<file path="src/hdl/cop_pkg.sv">
`default_nettype none

package cop_pkg;

  // Pixel channel and sum widths.
  localparam int unsigned CH_W   = 8;
  localparam int unsigned SUM_W  = 10;
  localparam int unsigned OPP_W  = 15;

  // Signed numerators (2r-g-b and min(r,g)-b) and their magnitudes.
  localparam int unsigned DIFF_W = 11;
  localparam int unsigned MAG_W  = 10;

  // Scaled numerator is below sum * 2**QUO_W, so the top bits seed the remainder
  // and only QUO_W restoring steps remain.
  localparam int unsigned NUM_W  = 22;
  localparam int unsigned QUO_W  = 14;
  localparam int unsigned LANES  = 4;

  localparam int unsigned STEP_W    = 4;
  localparam logic [STEP_W-1:0] DIV_LAST = STEP_W'(QUO_W - 1);

  // Kind of request carried in tuser bit 0.
  localparam logic REQ_SCAN    = 1'b0;
  localparam logic REQ_CONVERT = 1'b1;

  // Lane order inside the divider.
  localparam int unsigned LANE_RED    = 0;
  localparam int unsigned LANE_GREEN  = 1;
  localparam int unsigned LANE_BLUE   = 2;
  localparam int unsigned LANE_YELLOW = 3;

  typedef enum logic [1:0] {
    ST_IDLE,
    ST_LOAD,
    ST_DIV,
    ST_HOLD
  } state_t;

  // Commands from the controller to the datapath.
  typedef struct packed {
    logic scan_upd;
    logic latch_pix;
    logic load_div;
    logic step_div;
    logic write_out;
  } cmd_t;

  // Status from the datapath to the controller.
  typedef struct packed {
    logic out_free;
  } sts_t;

endpackage

`default_nettype wire

</file>
<file path="src/hdl/cop_ctrl.sv">
`default_nettype none

module cop_ctrl (
  input  wire logic          clk,
  input  wire logic          rst,
  input  wire logic          in_valid,
  input  wire logic          in_req,
  output logic               in_ready,
  input  wire cop_pkg::sts_t sts,
  output cop_pkg::cmd_t      cmd
);

  cop_pkg::state_t                  state;
  cop_pkg::state_t                  state_next;
  logic [cop_pkg::STEP_W-1:0]       step;
  logic [cop_pkg::STEP_W-1:0]       step_next;

  always_ff @(posedge clk) begin
    if (rst) begin
      state <= cop_pkg::ST_IDLE;
      step  <= '0;
    end else begin
      state <= state_next;
      step  <= step_next;
    end
  end

  always_comb begin
    state_next = state;
    step_next  = step;
    unique case (state)
      cop_pkg::ST_IDLE: begin
        if (in_valid && (in_req == cop_pkg::REQ_CONVERT)) begin
          state_next = cop_pkg::ST_LOAD;
        end
      end
      cop_pkg::ST_LOAD: begin
        state_next = cop_pkg::ST_DIV;
        step_next  = '0;
      end
      cop_pkg::ST_DIV: begin
        if (step == cop_pkg::DIV_LAST) begin
          state_next = cop_pkg::ST_HOLD;
        end else begin
          step_next = step + 1'b1;
        end
      end
      cop_pkg::ST_HOLD: begin
        if (sts.out_free) begin
          state_next = cop_pkg::ST_IDLE;
        end
      end
      default: state_next = cop_pkg::ST_IDLE;
    endcase
  end

  always_comb begin
    cmd      = '0;
    in_ready = 1'b0;
    unique case (state)
      cop_pkg::ST_IDLE: begin
        in_ready      = 1'b1;
        cmd.scan_upd  = in_valid && (in_req == cop_pkg::REQ_SCAN);
        cmd.latch_pix = in_valid && (in_req == cop_pkg::REQ_CONVERT);
      end
      cop_pkg::ST_LOAD: cmd.load_div = 1'b1;
      cop_pkg::ST_DIV:  cmd.step_div = 1'b1;
      cop_pkg::ST_HOLD: cmd.write_out = sts.out_free;
      default: cmd = '0;
    endcase
  end

endmodule

`default_nettype wire

</file>
<file path="src/hdl/cop_datapath.sv">
`default_nettype none

module cop_datapath (
  input  wire logic          clk,
  input  wire logic          rst,
  input  wire cop_pkg::cmd_t cmd,
  output cop_pkg::sts_t      sts,
  input  wire logic          in_fs,
  input  wire logic [23:0]   in_data,
  output logic               out_valid,
  input  wire logic          out_ready,
  output logic [71:0]        out_data,
  output logic               out_dark
);

  localparam int unsigned CW = cop_pkg::CH_W;
  localparam int unsigned SW = cop_pkg::SUM_W;
  localparam int unsigned DW = cop_pkg::DIFF_W;
  localparam int unsigned MW = cop_pkg::MAG_W;
  localparam int unsigned NW = cop_pkg::NUM_W;
  localparam int unsigned QW = cop_pkg::QUO_W;
  localparam int unsigned OW = cop_pkg::OPP_W;
  localparam int unsigned NL = cop_pkg::LANES;

  logic [SW-1:0] max_sum;
  logic [SW-1:0] in_sum;
  logic [CW-1:0] pix_r, pix_g, pix_b;

  logic [SW-1:0] pix_sum;
  logic [SW+2:0] sum_x10;
  logic          pix_dark;
  logic [CW-1:0] pix_min;
  logic [DW-1:0] diff   [NL];
  logic [MW-1:0] mag    [NL];
  logic [MW:0]   mag_x3 [NL];
  logic [NW-1:0] num    [NL];

  logic [SW-1:0] divisor;
  logic [SW-1:0] sum_hold;
  logic          dark_hold;
  logic          neg    [NL];
  logic [SW-1:0] rem    [NL];
  logic [QW-1:0] quo    [NL];
  logic [SW:0]   trial  [NL];
  logic [OW-1:0] opp    [NL];

  assign in_sum = SW'(in_data[7:0]) + SW'(in_data[15:8]) + SW'(in_data[23:16]);

  always_ff @(posedge clk) begin
    if (rst) begin
      max_sum <= '0;
    end else if (cmd.scan_upd) begin
      if (in_fs || (in_sum > max_sum)) begin
        max_sum <= in_sum;
      end
    end
  end

  always_ff @(posedge clk) begin
    if (cmd.latch_pix) begin
      pix_r <= in_data[7:0];
      pix_g <= in_data[15:8];
      pix_b <= in_data[23:16];
    end
  end

  // Numerators, magnitudes and the dark test for the latched pixel.
  always_comb begin
    pix_sum  = SW'(pix_r) + SW'(pix_g) + SW'(pix_b);
    sum_x10  = {pix_sum, 3'b000} + {2'b00, pix_sum, 1'b0};
    pix_dark = sum_x10 <= {3'b000, max_sum};
    pix_min  = (pix_r < pix_g) ? pix_r : pix_g;
    diff[cop_pkg::LANE_RED]    = {2'b00, pix_r, 1'b0} - DW'(pix_g) - DW'(pix_b);
    diff[cop_pkg::LANE_GREEN]  = {2'b00, pix_g, 1'b0} - DW'(pix_r) - DW'(pix_b);
    diff[cop_pkg::LANE_BLUE]   = {2'b00, pix_b, 1'b0} - DW'(pix_r) - DW'(pix_g);
    diff[cop_pkg::LANE_YELLOW] = DW'(pix_min) - DW'(pix_b);
    for (int i = 0; i < NL; i++) begin
      mag[i]    = diff[i][DW-1] ? MW'(-diff[i]) : MW'(diff[i]);
      mag_x3[i] = {mag[i], 1'b0} + {1'b0, mag[i]};
    end
    // 6144 = 3 << 11 for the red, green and blue lanes, 12288 = 3 << 12 for yellow.
    for (int i = 0; i < NL - 1; i++) begin
      num[i] = {mag_x3[i], 11'b0};
    end
    num[cop_pkg::LANE_YELLOW] = {mag_x3[cop_pkg::LANE_YELLOW][MW-1:0], 12'b0};
  end

  // Four restoring dividers sharing one divisor, one quotient bit per step.
  always_comb begin
    for (int i = 0; i < NL; i++) begin
      trial[i] = {rem[i], quo[i][QW-1]};
    end
  end

  always_ff @(posedge clk) begin
    if (cmd.load_div) begin
      divisor   <= pix_sum;
      sum_hold  <= pix_sum;
      dark_hold <= pix_dark;
      for (int i = 0; i < NL; i++) begin
        neg[i] <= diff[i][DW-1];
        rem[i] <= SW'(num[i][NW-1:QW]);
        quo[i] <= num[i][QW-1:0];
      end
    end else if (cmd.step_div) begin
      for (int i = 0; i < NL; i++) begin
        if (trial[i] >= {1'b0, divisor}) begin
          rem[i] <= SW'(trial[i] - {1'b0, divisor});
          quo[i] <= {quo[i][QW-2:0], 1'b1};
        end else begin
          rem[i] <= SW'(trial[i]);
          quo[i] <= {quo[i][QW-2:0], 1'b0};
        end
      end
    end
  end

  always_comb begin
    for (int i = 0; i < NL; i++) begin
      opp[i] = neg[i] ? OW'(0 - {1'b0, quo[i]}) : {1'b0, quo[i]};
    end
  end

  assign sts.out_free = !out_valid || out_ready;

  always_ff @(posedge clk) begin
    if (rst) begin
      out_valid <= 1'b0;
    end else if (cmd.write_out) begin
      out_valid <= 1'b1;
    end else if (out_ready) begin
      out_valid <= 1'b0;
    end
  end

  always_ff @(posedge clk) begin
    if (cmd.write_out) begin
      out_dark <= dark_hold;
      if (dark_hold) begin
        out_data <= '0;
      end else begin
        out_data <= {2'b00, opp[cop_pkg::LANE_YELLOW], opp[cop_pkg::LANE_BLUE],
                     opp[cop_pkg::LANE_GREEN], opp[cop_pkg::LANE_RED], sum_hold};
      end
    end
  end

endmodule

`default_nettype wire

</file>
<file path="src/hdl/color_opponency_channels_unit.sv">
`default_nettype none

// Color opponency unit. Each frame is streamed twice over the slave side: first
// as scan beats (tuser bit 0 low), which track the largest channel sum r+g+b of
// the frame, with tuser bit 1 restarting that maximum on the frame's first beat;
// then as convert beats (tuser bit 0 high), each of which yields one master beat
// with the sum and four opponent ratios in signed Q3.12, truncated toward zero:
// red 1.5(2r-g-b)/s, green 1.5(2g-r-b)/s, blue 1.5(2b-r-g)/s and yellow
// 3(min(r,g)-b)/s. A pixel whose sum is at most a tenth of the stored maximum
// comes out as all zeros with the dark flag set. A scan beat gives no output.
// A convert beat holds off the next beat until its result is written: the
// pixel is latched on acceptance, the numerators and the dark test are formed
// and loaded into the four restoring dividers, which share the pixel sum as
// divisor and produce one quotient bit per cycle, and the result goes into the
// output register. A result waiting in the output register does not stop the
// next beat from being accepted; only a second result waiting behind it does.
module color_opponency_channels_unit (
  input  wire logic        clk,
  input  wire logic        rst,
  input  wire logic        s_tvalid,
  output logic             s_tready,
  input  wire logic [23:0] s_tdata,   // red[7:0], green[15:8], blue[23:16]
  input  wire logic [1:0]  s_tuser,   // req_type[0], frame_start[1]
  output logic             m_tvalid,
  input  wire logic        m_tready,
  output logic [71:0]      m_tdata,   // intensity_sum[9:0], red_opp[24:10],
                                      // green_opp[39:25], blue_opp[54:40],
                                      // yellow_opp[69:55], zero fill[71:70]
  output logic [0:0]       m_tuser    // dark_pixel[0]
);

  cop_pkg::cmd_t cmd;
  cop_pkg::sts_t sts;

  // Sequencer: accepts beats, steps the divider, and waits for a free output slot.
  cop_ctrl u_ctrl (
    .clk      (clk),
    .rst      (rst),
    .in_valid (s_tvalid),
    .in_req   (s_tuser[0]),
    .in_ready (s_tready),
    .sts      (sts),
    .cmd      (cmd)
  );

  // Frame maximum, numerator formation, shared-divisor divider and output register.
  cop_datapath u_datapath (
    .clk       (clk),
    .rst       (rst),
    .cmd       (cmd),
    .sts       (sts),
    .in_fs     (s_tuser[1]),
    .in_data   (s_tdata),
    .out_valid (m_tvalid),
    .out_ready (m_tready),
    .out_data  (m_tdata),
    .out_dark  (m_tuser[0])
  );

endmodule

`default_nettype wire

</file>
<file path="config.mk">
export PLATFORM = sky130hd
export DESIGN_NAME = color_opponency_channels_unit
export DESIGN_NICKNAME = d
export VERILOG_FILES = /design/src/hdl/cop_pkg.sv /design/src/hdl/cop_ctrl.sv /design/src/hdl/cop_datapath.sv /design/src/hdl/color_opponency_channels_unit.sv
export SDC_FILE = /design/constraint.sdc
export NUM_CORES = 1
export LEC_CHECK = 0
export BUFFER_PORTS_ARGS = -buffer_cell sky130_fd_sc_hd__buf_2
export CORE_AREA = 4 4 249 251
export DETAILED_ROUTE_END_ITERATION = 10
export DIE_AREA = 0 0 253 255
export SLEW_MARGIN = 20
export SYNTH_ARGS = -nofsm -noshare
export SYNTH_HDL_FRONTEND = slang
export SYNTH_HIERARCHICAL = 1
export SYNTH_SLANG_ARGS = --single-unit
</file>
<file path="constraint.sdc">
create_clock -name clk -period 14.28 [get_ports clk]
set_input_delay 2.142 -clock clk [delete_from_list [all_inputs] [get_ports clk]]
set_output_delay 2.142 -clock clk [all_outputs]
set_load 0.1 [all_outputs]
</file>
==> results of run 1 <==
-- layer usage --
layer / vias up / GRT usage [%] / wire length (µm)
met5: - / 0 / 0
met4: 0 / 3.18 / 906
met3: 50 / 1.70 / 1930
met2: 272 / 21.1 / 18800
met1: 6279 / 18.7 / 21400
li1: 6640 / - / -
-- state kept, by name (all words and copies together) (netlist names) --
register / flops
u_datapath/out_data: 70
u_datapath/quo: 56
u_datapath/rem: 40
u_datapath/max_sum: 10
u_datapath/sum_hold: 10
u_datapath/pix_b: 8
u_datapath/pix_g: 8
u_datapath/pix_r: 8
u_ctrl/step: 4
u_datapath/neg: 4
u_ctrl/state: 2
u_datapath/dark_hold: 1
u_datapath/out_dark: 1
u_datapath/out_valid: 1
-- layout make-up --
| class | instances | share of cell area (%) |
|---|---|---|
| clock buffers | 31 | 3.44 |
| well taps | 782 | 4.88 |
| inverters | 122 | 2.28 |
| clock inverters | 18 | 1.03 |
| multi-input cells | 1403 | 53.0 |
| flip-flops and latches | 223 | 32.5 |
| repair buffers | 109 | 2.81 |
-- cell usage in the layout, fill, tap and decap left out, types with 19 or more instances in the layout --
cell type / synthesis / final
a21o_1: 48 / 48
a21oi_1: 117 / 116
and2_1: 40 / 39
buf_2: 7 / 102
clkbuf_16: 0 / 27
edfxtp_1: 206 / 206
fa_1: 34 / 34
ha_1: 189 / 189
inv_1: 120 / 120
mux2i_1: 33 / 33
nand2_1: 102 / 102
nand3_1: 36 / 36
nor2_1: 192 / 192
nor2b_1: 41 / 40
nor3_1: 31 / 31
o21a_1: 26 / 26
o21ai_0: 59 / 58
o21bai_1: 23 / 23
o31ai_1: 19 / 19
xnor2_1: 101 / 101
xor2_1: 69 / 69
-- final timing paths --
check                           cells after the start  slack [ns]                   from                     to
worst max-delay path                               29        6.61    u_datapath/pix_g[1]   u_datapath/rem[3][5]
worst min-delay path                                2        0.49  u_datapath/max_sum[6]  u_datapath/max_sum[6]
worst max register to register                     29        6.61    u_datapath/pix_g[1]   u_datapath/rem[3][5]
worst min register to register                      2        0.49  u_datapath/max_sum[6]  u_datapath/max_sum[6]
-- worst max-delay path, delay by kind of cell (launching register included) --
family / cells / cell delay [ns]
buf+inv: 1 / 0.26
simple gates: 6 / 0.90
flops: 1 / 0.45
fa+ha+maj: 5 / 1.66
mux: 1 / 0.17
compound gates: 16 / 3.97
-- kinds of logic (layout without fill, tap and decap cells) --
family                     Yosys count  count (layout)
other                                1               2
adders and majority gates          223             223
muxes                               36              36
AOI/OAI and AO/OA                  412             412
DFF                                223             223
xor gates and xnor gates           175             175
and+or+nand+nor                    555             555
buffers and inverters              162             280
-- through the flow --
| step | hold slack [ns] | setup slack, ns |
|---|---|---|
| finish | 0.493 | 6.61 |
| global placement | 0.479 | 6.57 |
| detailed placement | 0.485 | 6.34 |
| CTS | 0.500 | 6.30 |
| global route | 0.539 | 6.03 |
| floorplan | 0.424 | 7.94 |
==> reports/qor.txt, run 1 <==
outcome: complete, no violations
crit end category: register
GRT overflow: 0
most used cell, CP: o21a_1
vias in the first global route: 13100
Max-cap violations: 0
DRT Pass-1 Iters: 5
global-route wire length before repair: 68900 µm
Die Wd: 253 µm
DP Area: 19200 µm²
count leader, synth: edfxtp_1
f_max: 130 MHz
largest net degree at the start of global routing: 82
Clock Path Buffers: 3
XOR/XNOR Fraction of Synth Area: 8.96%
post-CTS sizing: 0
drt via density: 4.93
Worst-Margin Slew: 1.13 ns
Die Ht: 255 µm
clock tree sinks: 223
# fillers: 6143
Cells after Synth: 1787
Synth Area in Adders: 17.1%
CP peak stage delay: 0.69 ns
CP max FO: 11
Unique masters post-synth: 97
Final setup viols: 0
Inserted Clock Buffers: 27
simple-gate portion of the synthesized area: 15.6%
share of cells above drive strength 1: 11.2%
DR WL/cell: 16.0 µm
footprint of the multi-input gates: 10600 µm²
Cell Area, Synth: 17800 µm²
Post-synth ARST share: 0%
ANT cells: 0
# hold bufs at CTS: 0
dominant cell type by area after synthesis: edfxtp_1
Layout Utilization: 33.5%
drt drc: 0
Layout Skew: 0.0149 ns
gr usage total: 13.1%
Area Growth Syn to Fin: 12.9%
design area: 20100 µm²
Rows: 90
number of flops mapped to enable cells by yosys: 206
minimum clock period after layout: 7.67 ns
CTS tree: done
Worst-Skew Late Latency: 0.55 ns
sequential share of the synthesized area: 36.7%
initial DRC count: 677
commonest cells in the netlist: edfxtp_1, nor2_1, ha_1
WS Path Type: register to register
Final Cycle Share: 53.7%
htree depth: 1
num ports: 105
port bufs: 102
DRT antenna net count: 0
initial antenna violation count: 0
register area: 6530 µm²
ys flop type: edfxtp_1
root buf cell: clkbuf_16
core outline area: 59900 µm²
Slew Limit Fails: 0
DP HPWL: 33000 µm
startpoint types: register
Vias: 13200
Worst slew margin: 23.9%
Layout Nets: 2139
Initial Util: 29.7%
combinational family with the most area after synthesis: adder cells
final hold violation count: 0
GP Congestion: 0.907
Post-Route WL: 43000 µm
setup_tns: 0 ns
clk slew on worst S/H paths: 0.06 ns
Worst path slowest cell: a211oi_2
arrival time worst endpoint: 7.96 ns
die area: 64500 µm²
worst path required time: 14.56 ns
Syn. warnings: 6
synthesized area per cell: 9.95 µm²
Compound-Gate Fraction of Synth Area: 16.0%
multiplexer share of the synthesized area: 2.05%
cell total after placement: 2639
RSZ-0062 raised after global routing: no
hold crit path type: register to register
Cell Count, Final, Fillers Out: 2688
postcts setup bufs: 0
dominant cells by area after synthesis: edfxtp_1, ha_1, xnor2_1, nor2_1, fa_1
top cell type's share of synthesized area: 34.8%
Synth Register Bits: 223
Power of run 1 is not shown: default switching activity piles up to over one toggle a cycle in this logic, so the estimate is an artifact.
==> run 2, diff against run 1 <==
Settings changed: ABC_AREA set to 1.
Clock period 14.28 ns to 6.71 ns, I/O delays scaled along.
==> run 2 against run 1 <==
Net effect: die area unchanged; synthesized cell count up 21%; routed wire length is 0.93% higher; final cell count grew 14%; maximum frequency grew 37%; flip-flop and latch count stayed put; sequential share of layout area is 0.29 points lower; largest cell class unchanged.
==> reports/qor.txt, run 2 <==
Area Growth Syn to Fin: 13.5% (was 12.9%)
Layout Skew: 0.0280 ns (was 0.0149 ns)
commonest non-fill, non-tap cells in the layout: nand2_1, inv_1, a21oi_1 (was edfxtp_1, nor2_1, ha_1)
GRT overflow: 0 (unchanged)
CP peak stage delay: 0.71 ns (was 0.69 ns)
count leader, synth: nand2_1 (was edfxtp_1)
reg2reg setup slack: 1.11 ns (was 6.61 ns)
Rows: 90 (unchanged)
commonest cells in the netlist: nand2_1, inv_1, a21oi_1 (was edfxtp_1, nor2_1, ha_1)
global-route wire length before repair: 70100 µm (was 68900 µm)
Slew Limit Fails: 0 (unchanged)
drt drc: 0 (unchanged)
gr usage total: 13.2% (was 13.1%)
Final setup viols: 0 (unchanged)
root buf cell: clkbuf_16 (unchanged)
largest net degree at the start of global routing: 62 (was 82)
simple-gate portion of the synthesized area: 18.9% (was 15.6%)
sequential share of the synthesized area: 36.6% (was 36.7%)
startpoint types: register (unchanged)
CP max FO: 16 (was 11)
DRT antenna net count: 0 (unchanged)
Initial Util: 29.8% (was 29.7%)
die area: 64500 µm² (unchanged)
Top Registers: u_datapath/out_data x70, u_datapath/quo x56, u_datapath/rem x40 (unchanged)
worst path required time: 7.03 ns (was 14.56 ns)
dominant cells by area after synthesis: edfxtp_1, ha_1, nand2_1, inv_1, a21oi_1 (was edfxtp_1, ha_1, xnor2_1, nor2_1, fa_1)
number of flops mapped to enable cells by yosys: 206 (unchanged)
Cells after Synth: 2167 (was 1787)
dominant cell type by area after synthesis: edfxtp_1 (unchanged)
arrival time worst endpoint: 5.91 ns (was 7.96 ns)
Largest Register: u_datapath/out_data (unchanged)
WS Path Type: register to register (unchanged)
Max-cap violations: 0 (unchanged)
Worst-Margin Slew: 1.02 ns (was 1.13 ns)
Worst-Skew Late Latency: 0.58 ns (was 0.55 ns)
f_max: 179 MHz (was 130 MHz)
Cell Area, Synth: 17800 µm² (about the same)
Worst path slowest cell: o21ai_1 (was a211oi_2)
Post-Route WL: 43500 µm (was 43000 µm)
crit end category: register (unchanged)
postcts setup bufs: 0 (unchanged)
Compound-Gate Fraction of Synth Area: 13.9% (was 16.0%)
r2r startpoint: u_datapath/pix_r[0] (was u_datapath/pix_g[1])
num ports: 105 (unchanged)
Worst slew margin: 31.9% (was 23.9%)
Clock Path Buffers: 3 (unchanged)
combinational family with the most area after synthesis: simple AND/OR/NAND/NOR gates (was adder cells)
port bufs: 102 (unchanged)
Inserted Clock Buffers: 28 (was 27)
# fillers: 6260 (was 6143)
Syn. warnings: 6 (unchanged)
Largest register FFs: 70 (unchanged)
Final Cycle Share: 83.4% (was 53.7%)
Worst Setup SP: u_datapath/pix_r[0] (was u_datapath/pix_g[1])
XOR/XNOR Fraction of Synth Area: 5.45% (was 8.96%)
commonest non-fill, non-tap cell in the layout: nand2_1 (was edfxtp_1)
Synth Register Bits: 223 (unchanged)
GP Congestion: 0.883 (was 0.907)
vias in the first global route: 13600 (was 13100)
Synth Area in Adders: 17.1% (about the same)
drt via density: 4.68 (was 4.93)
minimum clock period after layout: 5.60 ns (was 7.67 ns)
initial DRC count: 816 (was 677)
clk slew on worst S/H paths: 0.05 ns (was 0.06 ns)
Layout Nets: 2525 (was 2139)
setup_tns: 0 ns (unchanged)
DRT Pass-1 Iters: 5 (unchanged)
Die Wd: 253 µm (unchanged)
post-CTS sizing: 0 (unchanged)
htree depth: 1 (unchanged)
hold crit path type: register to register (unchanged)
core outline area: 59900 µm² (unchanged)
Unique masters post-synth: 56 (was 97)
top cell type's share of synthesized area: 34.7% (was 34.8%)
RSZ-0062 raised after global routing: no (unchanged)
DP HPWL: 33500 µm (was 33000 µm)
DR WL/cell: 14.1 µm (was 16.0 µm)
crit path capture: u_datapath/rem[3][6] (was u_datapath/rem[3][5])
multiplexer share of the synthesized area: 0% (was 2.05%)
# hold bufs at CTS: 0 (unchanged)
r2r endpoint: u_datapath/rem[3][6] (was u_datapath/rem[3][5])
Vias: 14400 (was 13200)
clock tree sinks: 223 (unchanged)
Die Ht: 255 µm (unchanged)
Hold Path Cell Cnt: 2 (unchanged)
outcome: complete, no violations (unchanged)
Post-synth ARST share: 0% (unchanged)
final hold violation count: 0 (unchanged)
synthesized area per cell: 8.23 µm² (was 9.95 µm²)
initial antenna violation count: 0 (unchanged)
share of cells above drive strength 1: 8.72% (was 11.2%)
ANT cells: 0 (unchanged)
CTS tree: done (unchanged)
Reg2Reg Depth: 29 (unchanged)
ys flop type: edfxtp_1 (unchanged)
most used cell, CP: inv_1 (was o21a_1)
-- run 2: area by class of cell --
type / count / area, µm² / area share [%]
sequential: 223 / 6530 / 32.2
multi-input combinational: 1569 / 9890 / 48.8
timing repair buffer: 110 / 571 / 2.82
inverter: 340 / 1280 / 6.32
tap: 782 / 978 / 4.83
clock inverter: 21 / 295 / 1.46
clock buffer: 31 / 712 / 3.52
-- run 2: per-layer routing --
| layer | vias up | global-route usage [%] | share of wire [%] |
|---|---|---|---|
| met5 | - | 0 | 0 |
| met4 | 0 | 3.59 | 2.8 |
| li1 | 7551 | - | - |
| met3 | 69 | 2.11 | 4.9 |
| met1 | 6463 | 19.4 | 50 |
| met2 | 308 | 20.3 | 42 |
-- run 2: critical path, delay by kind of cell (launching register included) --
family	cells	cell delay, ns
adders and majority gates	3	1.01
DFF	1	0.53
and+or+nand+nor	10	0.82
AOI/OAI and AO/OA	11	2.37
buffers and inverters	4	0.46
xor gates and xnor gates	1	0.17
-- run 2: how the worst min path moves through the flow --
| stage | to | slack [ns] | start |
|---|---|---|---|
| 2_1_floorplan | u_datapath/out_dark | 0.42 | u_datapath/dark_hold |
| 3_3_place_gp | u_datapath/max_sum[4] | 0.45 | u_datapath/max_sum[4] |
| 3_5_place_dp | u_datapath/max_sum[8] | 0.46 | u_datapath/max_sum[8] |
| 4_1_cts | u_datapath/max_sum[8] | 0.46 | u_datapath/max_sum[8] |
| 5_1_grt | u_datapath/max_sum[2] | 0.48 | u_datapath/max_sum[2] |
| 6_report | u_datapath/max_sum[4] | 0.46 | u_datapath/max_sum[4] |
-- run 2: cells by family (layout without fill, tap and decap cells) --
family          count (synthesis)  after routing
buf+inv                       376            502
other cells                     1              2
simple gates                  780            780
xor+xnor                      111            111
flops                         223            223
fa+ha+maj                     223            223
compound gates                453            453
-- run 2: through the flow --
step | std cells | hold slack (ns) | setup slack [ns] | instance area (µm²) | utilization (%)
2_1_floorplan | 2168 | 0.424 | 1.83 | 17800 | -
3_3_place_gp | 3024 | 0.452 | 1.10 | 19200 | 32.1
3_5_place_dp | 3024 | 0.456 | 1.08 | 19200 | 32.1
4_1_cts | 3076 | 0.465 | 1.08 | 20300 | 33.8
5_1_grt | 3076 | 0.482 | 0.473 | 20300 | 33.8
6_report | 3076 | 0.463 | 1.11 | 20300 | 33.8
Power of run 2 is left out for the same reason.
==> run 3, diff against run 2 <==
Clock period 6.71 ns to 4.52 ns, I/O delays scaled along.
==> run 3 against run 2 <==
Net effect: the flow now finishes with violations (setup timing); final cell count increased by 9.9%; routed wire length increased by 12%; first-iteration DRC count increased by 4.2%; critical path depth increased by 4; final area increased by 18%; utilization increased by 5.9 points; sequential share of layout area decreased by 4.8 points; flip-flop and latch count unchanged; worst setup slack got worse by 1.3 ns; die area unchanged; global-route usage increased by 1.2 points; non-clock buffer count increased by 308; critical path type unchanged; critical endpoint is now u_datapath/rem[2][6].
==> reports/qor.txt, run 3 (synthesis gave the netlist of run 2 again) <==
CP peak stage delay: 0.40 ns (was 0.71 ns)
DRT antenna net count: 0 (unchanged)
Worst path slowest cell: edfxtp_1 (was o21ai_1)
r2r startpoint: u_datapath/pix_r[3] (was u_datapath/pix_r[0])
initial antenna violation count: 0 (unchanged)
commonest non-fill, non-tap cells in the layout: nand2_1, inv_1, buf_4 (was nand2_1, inv_1, a21oi_1)
initial DRC count: 850 (was 816)
cell total after placement: 3242 (was 3024)
Worst Setup SP: u_datapath/pix_r[3] (was u_datapath/pix_r[0])
Layout Nets: 2832 (was 2525)
DP HPWL: 36800 µm (was 33500 µm)
core outline area: 59900 µm² (unchanged)
f_max: 210 MHz (was 179 MHz)
CTS tree: done (unchanged)
Clock Path Buffers: 3 (unchanged)
die area: 64500 µm² (unchanged)
r2r endpoint: u_datapath/rem[2][6] (was u_datapath/rem[3][6])
clock tree sinks: 223 (unchanged)
CP max FO: 4 (was 16)
WS Path Type: register to register (unchanged)
Largest register FFs: 70 (unchanged)
share of cells above drive strength 1: 27.9% (was 8.72%)
gr usage total: 14.5% (was 13.2%)
Worst-Skew Late Latency: 0.56 ns (was 0.58 ns)
arrival time worst endpoint: 5.04 ns (was 5.91 ns)
most used cell, CP: nand2_1 (was inv_1)
Final setup viols: 15 (was 0)
reg2reg setup slack: -0.23 ns (was 1.11 ns)
Worst slew margin: 27.2% (was 31.9%)
final hold violation count: 0 (unchanged)
hold crit path type: input port to register (was register to register)
drt drc: 0 (unchanged)
Layout Skew: 0.0282 ns (was 0.0280 ns)
Inserted Clock Buffers: 26 (was 28)
worst path required time: 4.81 ns (was 7.03 ns)
Die Ht: 255 µm (unchanged)
Rows: 90 (unchanged)
Final Cycle Share: 105% (was 83.4%)
# hold bufs at CTS: 0 (unchanged)
Die Wd: 253 µm (unchanged)
clk slew on worst S/H paths: 0.06 ns (was 0.05 ns)
Area Growth Syn to Fin: 33.4% (was 13.5%)
largest net degree at the start of global routing: 57 (was 62)
htree depth: 1 (unchanged)
Top Registers: u_datapath/out_data x70, u_datapath/quo x56, u_datapath/rem x40 (unchanged)
Reg2Reg Depth: 33 (was 29)
DRT Pass-1 Iters: 5 (unchanged)
Cell Count, Final, Fillers Out: 3381 (was 3076)
port bufs: 102 (unchanged)
Worst-Margin Slew: 1.09 ns (was 1.02 ns)
# fillers: 5899 (was 6260)
commonest non-fill, non-tap cell in the layout: nand2_1 (unchanged)
final worst slack: -0.231 ns (was 1.11 ns)
minimum clock period after layout: 4.75 ns (was 5.60 ns)
root buf cell: clkbuf_16 (unchanged)
Max-cap violations: 0 (unchanged)
Slew Limit Fails: 0 (unchanged)
crit path capture: u_datapath/rem[2][6] (was u_datapath/rem[3][6])
startpoint types: register (unchanged)
RSZ-0062 raised after global routing: yes (was no)
num ports: 105 (unchanged)
Largest Register: u_datapath/out_data (unchanged)
crit end category: register (unchanged)
Vias: 16000 (was 14400)
ANT cells: 0 (unchanged)
Initial Util: 29.8% (unchanged)
outcome: finished with violations (was complete, no violations)
GP Congestion: 0.859 (was 0.883)
vias in the first global route: 15700 (was 13600)
failing checks: setup timing
GRT overflow: 0 (unchanged)
Post-Route WL: 48900 µm (was 43500 µm)
drt via density: 4.75 (was 4.68)
global-route wire length before repair: 77200 µm (was 70100 µm)
DR WL/cell: 14.5 µm (was 14.1 µm)
==> run 3: cell count changes in the layout (fill, tap and decap cells not counted), sizes merged <==
| cell | delta |
|---|---|
| inv | +1 |
| buf | +308 |
| o21ai | +1 |
| bufinv | -2 |
| clkinv | -3 |
==> run 3: routing by layer <==
| layer | global-route usage (%) | up-vias | part of all wire [%] |
|---|---|---|---|
| li1 | - | 8177 | - |
| met1 | 18.3 | 7418 | 44 |
| met2 | 25.2 | 353 | 47 |
| met3 | 2.10 | 101 | 4.9 |
| met4 | 5.55 | 0 | 3.9 |
| met5 | 0 | - | 0 |
==> run 3: cell type report <==
type	count	area [µm²]	area share, %
clock buffer	31	711	2.99
clock inverter	17	201	0.846
inverter	340	1300	5.47
multi-input combinational	1570	11100	46.6
sequential	223	6530	27.4
tap	782	978	4.11
timing repair buffer	418	2990	12.6
==> run 3: how the worst min path moves through the flow <==
| stage | startpoint | endpoint | cells after the start |
|---|---|---|---|
| 2_1_floorplan | u_datapath/dark_hold | u_datapath/out_dark | 0 |
| 3_3_place_gp | u_datapath/max_sum[5] | u_datapath/max_sum[5] | 2 |
| 3_5_place_dp | u_datapath/max_sum[2] | u_datapath/max_sum[2] | 2 |
| 4_1_cts | s_tdata[23] | u_datapath/pix_b[7] | 1 |
| 5_1_grt | s_tdata[23] | u_datapath/pix_b[7] | 1 |
| 6_report | s_tdata[22] | u_datapath/pix_b[6] | 1 |
==> run 3: repair_timing <==
| item | in CTS | in global routing |
|---|---|---|
| cloned | 1 | 0 |
| pin swaps | 87 | 84 |
| endpoints found under the setup margin | 24 | 27 |
| hold endpoints to repair | 0 | 0 |
| buffers inserted | 70 | 22 |
| resized for setup | 127 | 128 |
==> run 3: metrics by stage <==
step	setup WS [ns]	setup TNS (ns)	util (%)	area, µm²	hold slack [ns]
final	-0.231	-1.45	39.7	23800	0.332
after global routing	-0.549	-7.63	39.7	23800	0.311
after CTS	-0.224	-0.998	38.5	23000	0.300
after detailed placement	-0.463	-4.96	35.3	21100	0.454
after global placement	-0.345	-2.97	35.3	21100	0.451
after floorplan	-0.0146	-0.0282	-	18100	0.424
==> run 3: worst max-delay path, delay by kind of cell (launching register included) <==
kind	cells	cell delay, ns
compound gates	7	0.90
fa+ha+maj	3	0.97
xor+xnor	2	0.27
flops	1	0.40
buf+inv	5	0.35
simple gates	16	1.59
Power of run 3 is left out for the same reason.
